**config.mk**
```make
export PLATFORM = sky130hd
export DESIGN_NAME = route_table_prefix_match
export DESIGN_NICKNAME = d
export VERILOG_FILES = /design/src/rtl/rtpm_pkg.sv /design/src/rtl/rtpm_ctrl.sv /design/src/rtl/rtpm_datapath.sv /design/src/rtl/route_table_prefix_match.sv
export SDC_FILE = /design/constraint.sdc
export NUM_CORES = 2
export LEC_CHECK = 0
export ABC_CLOCK_PERIOD_IN_PS = 7400
export BUFFER_PORTS_ARGS = -buffer_cell sky130_fd_sc_hd__clkbuf_2
export CELL_PAD_IN_SITES_DETAIL_PLACEMENT = 1
export CELL_PAD_IN_SITES_GLOBAL_PLACEMENT = 1
export CORE_MARGIN = 2
export CORE_UTILIZATION = 38
export DETAILED_ROUTE_END_ITERATION = 8
export GPL_TIMING_DRIVEN = 0
export PLACE_DENSITY_LB_ADDON = 0.1
export SETUP_SLACK_MARGIN = 0.1
export SLEW_MARGIN = 20
export SYNTH_ARGS = -nofsm -noshare
export SYNTH_HDL_FRONTEND = slang
export SYNTH_SLANG_ARGS = --single-unit
```
**constraint.sdc**
```tcl
create_clock -name clk -period 7.4 [get_ports clk]
set_input_delay 1.48 -clock clk [delete_from_list [all_inputs] [get_ports clk]]
set_output_delay 1.48 -clock clk [all_outputs]
set_load 0.01 [all_outputs]
```
**src/rtl/rtpm_pkg.sv**
```systemverilog
// rtpm_pkg: shared types and constants of the routing table block
// command and config codes, route entry record, controller/datapath structs
// no dependencies
package rtpm_pkg;

  localparam int ADDR_W   = 32;
  localparam int METRIC_W = 8;
  localparam int CMD_W    = 2;
  localparam int CFG_IDX_W = 2;

  localparam logic [METRIC_W-1:0] METRIC_START = 8'd255;

  localparam logic [CMD_W-1:0] CMD_ADD    = 2'd0;
  localparam logic [CMD_W-1:0] CMD_REMOVE = 2'd1;
  localparam logic [CMD_W-1:0] CMD_LOOKUP = 2'd2;

  localparam logic [CFG_IDX_W-1:0] CFG_LOCAL_ADDRESS    = 2'd0;
  localparam logic [CFG_IDX_W-1:0] CFG_LOCAL_MASK       = 2'd1;
  localparam logic [CFG_IDX_W-1:0] CFG_LOCAL_CONFIGURED = 2'd2;

  typedef struct packed {
    logic [ADDR_W-1:0]   network;
    logic [ADDR_W-1:0]   mask;
    logic [ADDR_W-1:0]   gateway;
    logic [METRIC_W-1:0] metric;
  } entry_t;

  typedef struct packed {
    logic load;
    logic issue;
    logic commit;
  } ctl_cmd_t;

  typedef struct packed {
    logic last_issue;
  } dp_status_t;

endpackage

```
**src/rtl/rtpm_ctrl.sv**
```systemverilog
// rtpm_ctrl: sequencer of the routing table block
// steps load, table scan, drain and commit; owns the result valid flag
// depends on rtpm_pkg
module rtpm_ctrl
  import rtpm_pkg::*;
(
  input  logic       clk,
  input  logic       rst_n,
  input  logic       in_valid,
  output logic       in_ready,
  output logic       out_valid,
  input  logic       out_ready,
  input  dp_status_t dp_status,
  output ctl_cmd_t   ctl_cmd
);

  typedef enum logic [3:0] {
    S_IDLE   = 4'b0001,
    S_SCAN   = 4'b0010,
    S_DRAIN  = 4'b0100,
    S_FINISH = 4'b1000
  } state_t;

  state_t state_r, state_nxt;
  logic   out_valid_r, out_valid_nxt;
  logic   out_free;

  assign in_ready  = (state_r == S_IDLE);
  assign out_valid = out_valid_r;
  assign out_free  = !out_valid_r || out_ready;

  always_comb begin
    state_nxt      = state_r;
    ctl_cmd.load   = 1'b0;
    ctl_cmd.issue  = 1'b0;
    ctl_cmd.commit = 1'b0;
    case (state_r)
      S_IDLE: begin
        if (in_valid) begin
          ctl_cmd.load = 1'b1;
          state_nxt    = S_SCAN;
        end
      end
      S_SCAN: begin
        ctl_cmd.issue = 1'b1;
        if (dp_status.last_issue) begin
          state_nxt = S_DRAIN;
        end
      end
      S_DRAIN: begin
        state_nxt = S_FINISH;
      end
      S_FINISH: begin
        if (out_free) begin
          ctl_cmd.commit = 1'b1;
          state_nxt      = S_IDLE;
        end
      end
      default: begin
        state_nxt = S_IDLE;
      end
    endcase
  end

  always_comb begin
    out_valid_nxt = out_valid_r;
    if (ctl_cmd.commit) begin
      out_valid_nxt = 1'b1;
    end else if (out_ready) begin
      out_valid_nxt = 1'b0;
    end
  end

  always_ff @(posedge clk) begin
    if (!rst_n) begin
      state_r     <= S_IDLE;
      out_valid_r <= 1'b0;
    end else begin
      state_r     <= state_nxt;
      out_valid_r <= out_valid_nxt;
    end
  end

endmodule

```
**src/rtl/rtpm_datapath.sv**
```systemverilog
// rtpm_datapath: route memory, valid bits, config registers and scan evaluation
// one entry read per cycle, registered read data evaluated in the following cycle
// depends on rtpm_pkg
module rtpm_datapath
  import rtpm_pkg::*;
#(
  parameter int ROUTE_ENTRIES = 16
) (
  input  logic                 clk,
  input  logic                 rst_n,
  input  ctl_cmd_t             ctl_cmd,
  output dp_status_t           dp_status,
  input  logic                 cfg_we,
  input  logic [CFG_IDX_W-1:0] cfg_index,
  input  logic [ADDR_W-1:0]    cfg_wdata,
  input  logic [CMD_W-1:0]     in_cmd,
  input  logic [ADDR_W-1:0]    in_route_network,
  input  logic [ADDR_W-1:0]    in_route_mask,
  input  logic [ADDR_W-1:0]    in_route_gateway,
  input  logic [METRIC_W-1:0]  in_route_metric,
  input  logic [ADDR_W-1:0]    in_dest_address,
  output logic                 out_status,
  output logic [ADDR_W-1:0]    out_next_hop
);

  localparam int IW = (ROUTE_ENTRIES > 1) ? $clog2(ROUTE_ENTRIES) : 1;

  entry_t mem [ROUTE_ENTRIES];

  logic [ROUTE_ENTRIES-1:0] valid_r, valid_nxt;

  logic [ADDR_W-1:0]   local_addr_r;
  logic [ADDR_W-1:0]   local_mask_r;
  logic                local_cfg_r;

  logic [CMD_W-1:0]    cmd_r;
  logic [ADDR_W-1:0]   dst_r;
  entry_t              ent_new_r;

  logic [IW-1:0]       idx_r;
  logic                rd_vld_r;
  logic [IW-1:0]       rd_idx_r;
  entry_t              rd_ent_r;

  logic [ADDR_W-1:0]   best_mask_r;
  logic [METRIC_W-1:0] best_metric_r;
  logic [ADDR_W-1:0]   best_gw_r;
  logic                found_r;
  logic [IW-1:0]       hit_idx_r;

  logic                out_status_r;
  logic [ADDR_W-1:0]   out_next_hop_r;

  logic ent_ok;
  logic same_route;
  logic dst_match;
  logic better;
  logic first_hit;
  logic lk_hit;
  logic local_hit;
  logic mem_we;

  assign dp_status.last_issue = (idx_r == IW'(ROUTE_ENTRIES - 1));

  // scan evaluation on the registered entry
  assign ent_ok     = valid_r[rd_idx_r];
  assign same_route = (rd_ent_r.network == ent_new_r.network) &&
                      (rd_ent_r.mask == ent_new_r.mask);
  assign dst_match  = ((dst_r & rd_ent_r.mask) == rd_ent_r.network);
  assign better     = (rd_ent_r.mask > best_mask_r) ||
                      ((rd_ent_r.mask == best_mask_r) && (rd_ent_r.metric < best_metric_r));
  assign first_hit  = rd_vld_r && !found_r &&
                      (((cmd_r == CMD_ADD) && !ent_ok) ||
                       ((cmd_r == CMD_REMOVE) && ent_ok && same_route));
  assign lk_hit     = rd_vld_r && (cmd_r == CMD_LOOKUP) && ent_ok && dst_match && better;
  assign local_hit  = local_cfg_r && (((local_addr_r ^ dst_r) & local_mask_r) == '0);
  assign mem_we     = ctl_cmd.commit && found_r && (cmd_r == CMD_ADD);

  assign out_status   = out_status_r;
  assign out_next_hop = out_next_hop_r;

  always_ff @(posedge clk) begin
    if (!rst_n) begin
      local_addr_r <= '0;
      local_mask_r <= '0;
      local_cfg_r  <= 1'b0;
    end else if (cfg_we) begin
      case (cfg_index)
        CFG_LOCAL_ADDRESS:    local_addr_r <= cfg_wdata;
        CFG_LOCAL_MASK:       local_mask_r <= cfg_wdata;
        CFG_LOCAL_CONFIGURED: local_cfg_r  <= cfg_wdata[0];
        default: begin
        end
      endcase
    end
  end

  // route memory, one write and one registered read port
  always_ff @(posedge clk) begin
    if (mem_we) begin
      mem[hit_idx_r] <= ent_new_r;
    end
    if (ctl_cmd.issue) begin
      rd_ent_r <= mem[idx_r];
    end
  end

  always_comb begin
    valid_nxt = valid_r;
    if (ctl_cmd.commit && found_r) begin
      case (cmd_r)
        CMD_ADD:    valid_nxt[hit_idx_r] = 1'b1;
        CMD_REMOVE: valid_nxt[hit_idx_r] = 1'b0;
        default: begin
        end
      endcase
    end
  end

  always_ff @(posedge clk) begin
    if (!rst_n) begin
      valid_r  <= '0;
      rd_vld_r <= 1'b0;
    end else begin
      valid_r  <= valid_nxt;
      rd_vld_r <= ctl_cmd.issue;
    end
  end

  always_ff @(posedge clk) begin
    if (ctl_cmd.load) begin
      cmd_r             <= in_cmd;
      dst_r             <= in_dest_address;
      ent_new_r.network <= in_route_network;
      ent_new_r.mask    <= in_route_mask;
      ent_new_r.gateway <= in_route_gateway;
      ent_new_r.metric  <= in_route_metric;
      idx_r             <= '0;
      best_mask_r       <= '0;
      best_metric_r     <= METRIC_START;
      best_gw_r         <= '0;
      found_r           <= 1'b0;
      hit_idx_r         <= '0;
    end else begin
      if (ctl_cmd.issue) begin
        idx_r <= idx_r + IW'(1);
      end
      if (first_hit) begin
        found_r   <= 1'b1;
        hit_idx_r <= rd_idx_r;
      end
      if (lk_hit) begin
        best_mask_r   <= rd_ent_r.mask;
        best_metric_r <= rd_ent_r.metric;
        best_gw_r     <= rd_ent_r.gateway;
      end
    end
    if (ctl_cmd.issue) begin
      rd_idx_r <= idx_r;
    end
  end

  always_ff @(posedge clk) begin
    if (ctl_cmd.commit) begin
      case (cmd_r)
        CMD_ADD, CMD_REMOVE: begin
          out_status_r   <= !found_r;
          out_next_hop_r <= '0;
        end
        CMD_LOOKUP: begin
          out_status_r   <= 1'b0;
          out_next_hop_r <= local_hit ? '0 : best_gw_r;
        end
        default: begin
          out_status_r   <= 1'b0;
          out_next_hop_r <= '0;
        end
      endcase
    end
  end

endmodule

```
**src/rtl/route_table_prefix_match.sv**
```systemverilog
// route_table_prefix_match: top level of the routing table block
// joins the sequencer and the datapath
// depends on rtpm_pkg, rtpm_ctrl, rtpm_datapath
//
// Routing table of ROUTE_ENTRIES routes with add, remove and longest-prefix
// lookup; each item gives one result. Every command walks the whole table
// through the single read port of the route memory, one entry per cycle;
// the table scan is followed by the evaluation of the last read entry and
// then by the commit. One item is in work at a time; the next item can be
// accepted in the cycle after the previous one is committed to the output
// register, even if that result has not yet been taken. A result still
// waiting in the output register holds the commit of the next one. Config
// writes are applied at once and must only be made while no item is in
// flight.
module route_table_prefix_match
  import rtpm_pkg::*;
#(
  parameter int ROUTE_ENTRIES = 16
) (
  input  logic                 clk,
  input  logic                 rst_n,
  input  logic                 cfg_we,
  input  logic [CFG_IDX_W-1:0] cfg_index,
  input  logic [ADDR_W-1:0]    cfg_wdata,
  input  logic                 in_valid,
  output logic                 in_ready,
  input  logic [CMD_W-1:0]     in_cmd,
  input  logic [ADDR_W-1:0]    in_route_network,
  input  logic [ADDR_W-1:0]    in_route_mask,
  input  logic [ADDR_W-1:0]    in_route_gateway,
  input  logic [METRIC_W-1:0]  in_route_metric,
  input  logic [ADDR_W-1:0]    in_dest_address,
  output logic                 out_valid,
  input  logic                 out_ready,
  output logic                 out_status,
  output logic [ADDR_W-1:0]    out_next_hop
);

  ctl_cmd_t   ctl_cmd;
  dp_status_t dp_status;

  rtpm_ctrl u_ctrl (
    .clk       (clk),
    .rst_n     (rst_n),
    .in_valid  (in_valid),
    .in_ready  (in_ready),
    .out_valid (out_valid),
    .out_ready (out_ready),
    .dp_status (dp_status),
    .ctl_cmd   (ctl_cmd)
  );

  rtpm_datapath #(
    .ROUTE_ENTRIES (ROUTE_ENTRIES)
  ) u_datapath (
    .clk              (clk),
    .rst_n            (rst_n),
    .ctl_cmd          (ctl_cmd),
    .dp_status        (dp_status),
    .cfg_we           (cfg_we),
    .cfg_index        (cfg_index),
    .cfg_wdata        (cfg_wdata),
    .in_cmd           (in_cmd),
    .in_route_network (in_route_network),
    .in_route_mask    (in_route_mask),
    .in_route_gateway (in_route_gateway),
    .in_route_metric  (in_route_metric),
    .in_dest_address  (in_dest_address),
    .out_status       (out_status),
    .out_next_hop     (out_next_hop)
  );

endmodule

```
Word level (Yosys, flattened, before mapping) --
Memories as Yosys holds them, arrays and structs flattened. A register that Yosys moved wholly into a read port is not among the register bits. Index checks and enable logic that the tools add are counted.
Storage, ports and cells: register bits after elaboration 343, RAM bits 1664, input port bits 177, output and inout port bits 35, memories kept 1
Cells by class: add/sub/neg operators 1, magnitude comparators 5, equality and inequality tests 16, muxes and demuxes 18, bitwise operators 7, reductions and logical operators 33
Memory list:
- u_datapath.mem | words 16, width 104, read ports 1, clocked after Yosys merged registers in 1, wr ports 1, RTL line rtpm_datapath.sv:28 | entry_t mem [ROUTE_ENTRIES];
Operators by type and width (number):
- == test 32 bit | 4
- bitwise AND 32 bit | 2
- > comparator 32 bit | 1
- zero test 32 bit | 1
- one-hot mux 16 bit (2 select lines) | 1
- bitwise XOR 32 bit | 1
- bitwise AND 16 bit | 1
- inverter 16 bit | 1
- OR 16 bit | 1
- one-hot mux 4 bit (4 select lines) | 1
- logical AND 1 bit | 15
- 2-to-1 mux 4 bit | 3
- 2-to-1 mux 1 bit | 11
- less-than comparator 4 x 5 -> 1 bit (second input constant) | 2
- == test 4 bit (second input constant) | 2
- less-than comparator 8 bit | 1
- AND reduction 2 bit | 4
- adder 4 x 1 -> 4 bit (second input constant) | 1
- binary-select mux 1 bit (select 4 bit) | 1
- demux 1 bit (select 4 bit) | 1
- == test 2 x 1 -> 1 bit (second input constant) | 2
- == test 2 bit (second input constant) | 2
- == test 4 x 1 -> 1 bit (second input constant) | 1
- == test 4 x 2 -> 1 bit (second input constant) | 1
- other kinds (11) | 19

Longest topological paths before layout --
depth after elaboration 8, depth in mapped cells 11, depth with buffers taken out 9

Modules after synthesis --
Synthesis repeated with hierarchy kept, for this count alone.
Second synthesis, totals: cell total of the unflattened synthesis 3773, area, all modules 80216.9 um^2
Modules (own cells, without submodules):
- rtpm_datapath | times used 1, cells an instance 3740, area an instance 79904.1 um^2, seq. area each 61609.1 um^2
- rtpm_ctrl | times used 1, cells an instance 33, area an instance 312.8 um^2, seq. area each 100.1 um^2

Least setup slack after synthesis --
No wires, ideal clock.
path type register to register, start register u_ctrl.state_r[1], end register u_datapath.idx_r[3], library setup time 328 ps, arrival 7572 ps, required time 7072 ps, slack -499 ps, stages on the path, launching flop included 6, path buffers 1, period minus slack after synthesis 7899 ps, path through dfxtp_1 -> clkbuf_1 -> nor4b_2 -> nand4_1 -> xor2_1 -> nor2_1
RTL lines:
- start, declared | RTL line rtpm_ctrl.sv:24 | state_t state_r, state_nxt;
- start signal, assigned | RTL line rtpm_ctrl.sv:79 | state_r <= state_nxt;
- end signal, assigned | RTL line rtpm_datapath.sv:146 | idx_r <= idx_r + IW'(1);
- end, declared | RTL line rtpm_datapath.sv:40 | logic [IW-1:0] idx_r;

Final worst setup path --
start register u_datapath.ent_new_r[101] in the netlist's numbering, end register u_datapath.hit_idx_r[1]
Between the ends: cells in the longest elaborated chain, start to end 5
RTL lines:
- start, declared | RTL line rtpm_datapath.sv:38 | entry_t ent_new_r;
- == test 32 bit | RTL line rtpm_datapath.sv:67 | assign same_route = (rd_ent_r.network == ent_new_r.network) &&
- logical AND 1 bit | RTL line rtpm_datapath.sv:67
- logical AND 1 bit | RTL line rtpm_datapath.sv:74 | ((cmd_r == CMD_REMOVE) && ent_ok && same_route));
- logical OR 1 bit | RTL line rtpm_datapath.sv:73 | (((cmd_r == CMD_ADD) && !ent_ok) ||
- logical AND 1 bit | RTL line rtpm_datapath.sv:72 | assign first_hit = rd_vld_r && !found_r &&
- end signal, assigned | RTL line rtpm_datapath.sv:150 | hit_idx_r <= rd_idx_r;
- end, declared | RTL line rtpm_datapath.sv:49 | logic [IW-1:0] hit_idx_r;
No other way between the ends. A chain may end at the register's enable or synchronous reset.

==> Flow_metrics.wiki <==
{| class="wikitable"
! Metric !! Value
|-
| Status || finished clean
|-
| Slowest cell delay on critical path || 0.95 ns
|-
| Std-Cell Core Area || 0.210 mm^2
|-
| GR Overflow Total || 0
|-
| Final-stage net count || 4575
|-
| Total power after layout || 27.1 mW
|-
| Clk_skew || 0.0642 ns
|-
| Endpoint arrival time on the critical path || 4.83 ns
|-
| Synthesized net count || 3977
|-
| Min Tclk post-route || 4.05 ns
|-
| Initial core utilization || 38.3%
|-
| Routed length per instance || 32.1 um
|-
| Mean Syn Cell Area || 21.3 um^2
|-
| Detailed-placement wirelength estimate || 162000 um
|-
| Highest attainable clock frequency || 247 MHz
|-
| Full die area || 0.215 mm^2
|-
| Maximum clock insertion buffer count || 3
|-
| Number of failing hold endpoints at the final stage || 0
|-
| Tightest slew margin relative to the limit || 20.5%
|-
| Drt first pass iters || 5
|-
| Period Utilization, post-route || 54.7%
|-
| Placer Congestion || 0.780
|-
| Standard-cell rows || 168
|-
| Via density per instance || 5.41
|-
| Hold WC Path Type || register to register
|-
| Highest ir drop seen on vdd || 0.000247 V
|-
| CTS sink count || 2111
|-
| Sequential cell area fraction in the yosys report || 76.9%
|-
| Power density of the placed cells || 283 mW/mm^2
|-
| Library cells used by synthesis || 56
|-
| Hold buffers post-CTS || 0
|-
| First-pass GRT wire length || 332000 um
|-
| Largest net degree at the start of global routing || 33
|-
| Static Leak || 30.2 nW
|-
| Number of enable flip-flop cells after synthesis || 1943
|-
| Flip-flop cell with the highest count after synthesis || sky130_fd_sc_hd__edfxtp_1
|-
| Number of warnings reported in the yosys synthesis log || 0
|-
| Kind of end point of the critical path || register
|-
| Number of primary I/O pins || 212
|-
| Number of CTS-inserted buffers || 226
|-
| Crit path buf inv count || 0
|-
| Cell count of the worst hold path || 0
|-
| Share of post-route cells with drive strength above 1 || 28.9%
|-
| Antenna-violating nets left || 0
|-
| Slowest stage cell, crit path || sky130_fd_sc_hd__nor4_1
|-
| Buffer count from post-CTS setup fixing || 0
|-
| Number of pins exceeding their max-slew limit in the final report || 0
|-
| Commonest non-fill, non-tap cell in the layout || sky130_fd_sc_hd__edfxtp_1
|-
| Buffers on Ports || 210
|-
| CP Data Required Time || 8.18 ns
|-
| Startpoint kind of the worst setup timing path || register
|-
| PnR worst setup slack || 3.35 ns
|-
| Netlist area before placement || 0.0803 mm^2
|-
| Die outline height || 464 um
|-
| Vias after detailed routing || 39798
|-
| Family of cells with the greatest summed delay on the critical path || simple AND/OR/NAND/NOR gates
|-
| Critical Path Stages || 7
|-
| Post-Synth Simple-Gate Area || 2.83%
|-
| Type of the worst setup path || register to register
|-
| Worst setup timing slack at the placement stage || 3.02 ns
|-
| Clock-pin slew on the worst setup and hold paths || 0.06 ns
|-
| Iter 0 DRT Violations || 4177
|-
| Most frequent cells in the layout || sky130_fd_sc_hd__edfxtp_1, sky130_fd_sc_hd__mux4_2, sky130_fd_sc_hd__nand2_1
|-
| H-tree level count || 4
|-
| Via count of the first global-routing pass || 41675
|-
| Number of cells on the worst reg-to-reg path || 7
|-
| Number of design rule violations left after detail routing || 0
|-
| Die X-Extent || 464 um
|-
| Maxcap violations || 0
|-
| Share of the synthesized area in compound gates (AO/OA/AOI/OAI) || 1.40%
|-
| Largest family of logic cells by synthesized area || multiplexers
|-
| Tot GR Track Use || 22.1%
|-
| Cells traversed along the worst timing path || xor2_1 > nor4_1 > nand4_1 > nor3_1 > and3_2 > o21ai_0 > a21oi_1
|-
| Clock insertion delay at the later pin of the skew report || 0.88 ns
|-
| Resized Gates After CTS || 0
|-
| Setup repair after global routing missed its margin || false
|-
| Area growth from synthesis to final layout || 19.5%
|-
| Detailed Route WL || 237000 um
|-
| Share of synthesized flip-flops with an asynchronous set or reset || 0%
|-
| Maximum fanout along the worst path || 17
|-
| Adder-Cell Fraction of Synth Area || 0.624%
|-
| Post-synthesis register bit count || 2111
|-
| CTS root buffer || sky130_fd_sc_hd__clkbuf_16
|-
| Clock tree from TritonCTS || yes
|-
| Initial antenna violation count || 15
|-
| Fraction of synthesized area in multiplexers || 15.7%
|-
| Final-layout setup total negative slack || 0 ns
|-
| Worst Tran Pin Value || 1.19 ns
|-
| Synth Instances || 3760
|-
| Final setup viols || 0
|-
| Parity-gate share of the synthesized area counting xor and xnor cells || 1.34%
|}
[flip-flops by register name, indices dropped and copies added (netlist names), 8 cells and up, named ones only]
signal,count
u_datapath.out_next_hop,32
u_datapath.rd_ent_r,104
u_datapath.best_gw_r,32
u_datapath.mem,1664
u_datapath.local_addr_r,32
u_datapath.best_mask_r,32
u_datapath.ent_new_r,104
u_datapath.dst_r,32
u_datapath.local_mask_r,32
u_datapath.best_metric_r,8
[area by class of cell]
cell class,count,area [um^2]
antenna,3,7.51
clock buffer,295,6110
sequential,2111,61700
buffer,174,862
fill,19306,114000
timing repair buffer,370,4610
clock inverter,129,1240
tap,2805,3510
inverter,49,184
multi-input combinational,1426,17700
[synth_stat cells (3+ instances only)]
cell,n,area share [%]
sky130_fd_sc_hd__buf_1,16,0.075
sky130_fd_sc_hd__a21boi_0,69,0.65
sky130_fd_sc_hd__nand2_1,313,1.5
sky130_fd_sc_hd__mux4_1,4,0.13
sky130_fd_sc_hd__inv_1,48,0.22
sky130_fd_sc_hd__o21ai_0,22,0.14
sky130_fd_sc_hd__a21oi_1,21,0.13
sky130_fd_sc_hd__edfxtp_1,1943,73
sky130_fd_sc_hd__or2_2,3,0.023
sky130_fd_sc_hd__a22o_1,3,0.033
sky130_fd_sc_hd__dfxtp_1,168,4.2
sky130_fd_sc_hd__o22ai_1,4,0.031
sky130_fd_sc_hd__buf_12,7,0.17
sky130_fd_sc_hd__xnor2_1,12,0.13
sky130_fd_sc_hd__a221oi_1,3,0.033
sky130_fd_sc_hd__nor3_1,8,0.050
sky130_fd_sc_hd__nand2b_1,7,0.055
sky130_fd_sc_hd__a22oi_1,12,0.11
sky130_fd_sc_hd__and2_1,34,0.26
sky130_fd_sc_hd__o211a_1,6,0.075
sky130_fd_sc_hd__ha_1,40,0.62
sky130_fd_sc_hd__or3_1,6,0.047
sky130_fd_sc_hd__nor2_1,55,0.26
sky130_fd_sc_hd__nor4_1,19,0.15
sky130_fd_sc_hd__xor2_1,111,1.2
sky130_fd_sc_hd__clkbuf_1,122,0.57
sky130_fd_sc_hd__nor3b_1,5,0.047
sky130_fd_sc_hd__o21a_1,9,0.084
sky130_fd_sc_hd__nor2b_1,3,0.023
sky130_fd_sc_hd__buf_2,28,0.17
sky130_fd_sc_hd__nand4_1,22,0.17
sky130_fd_sc_hd__mux2i_1,75,0.94
sky130_fd_sc_hd__nand3_1,14,0.087
sky130_fd_sc_hd__mux4_2,521,15
[routing by layer]
metal	track usage [%]	up-vias	part of all wire (%)
li1	-	16578	-
met1	31.6	21719	45
met2	35.0	1225	47
met3	3.97	270	5.7
met4	5.77	6	2.5
met5	0	-	0.015
[path summary, 6_finish.rpt]
path,start,endpoint,slack [ns]
worst max-delay path,u_datapath.ent_new_r[101],u_datapath.hit_idx_r[1],3.35
worst min register to register,u_datapath.idx_r[2],u_datapath.rd_idx_r[2],0.44
worst max register to register,u_datapath.ent_new_r[101],u_datapath.hit_idx_r[1],3.35
worst min-delay path,u_datapath.idx_r[2],u_datapath.rd_idx_r[2],0.44
[cell families after synthesis]
logic type,count (synthesis)
multiplexers,600
XOR/XNOR,123
AO/OA/AOI/OAI,159
AND/OR/NAND/NOR,504
buffers and inverters,223
flip-flops,2111
adder cells (fa/ha/maj),40
[report_power, final]
group	internal [mW]	switching, mW
combinational	0.976	1.16
clock	6.47	4.80
sequential	13.3	0.381
total	20.8	6.33
[metrics by stage]
step	instances	util (%)	hold slack [ns]	cell area, um^2
after global placement	6775	40.4	0.412	84800
after CTS	7359	45.7	0.431	95900
final	7362	45.7	0.435	95900
after floorplan	3760	-	0.406	80300
after global routing	7360	45.7	0.448	95900
after detailed placement	6935	42.2	0.417	88600
Power figures use the tool's default switching activity.
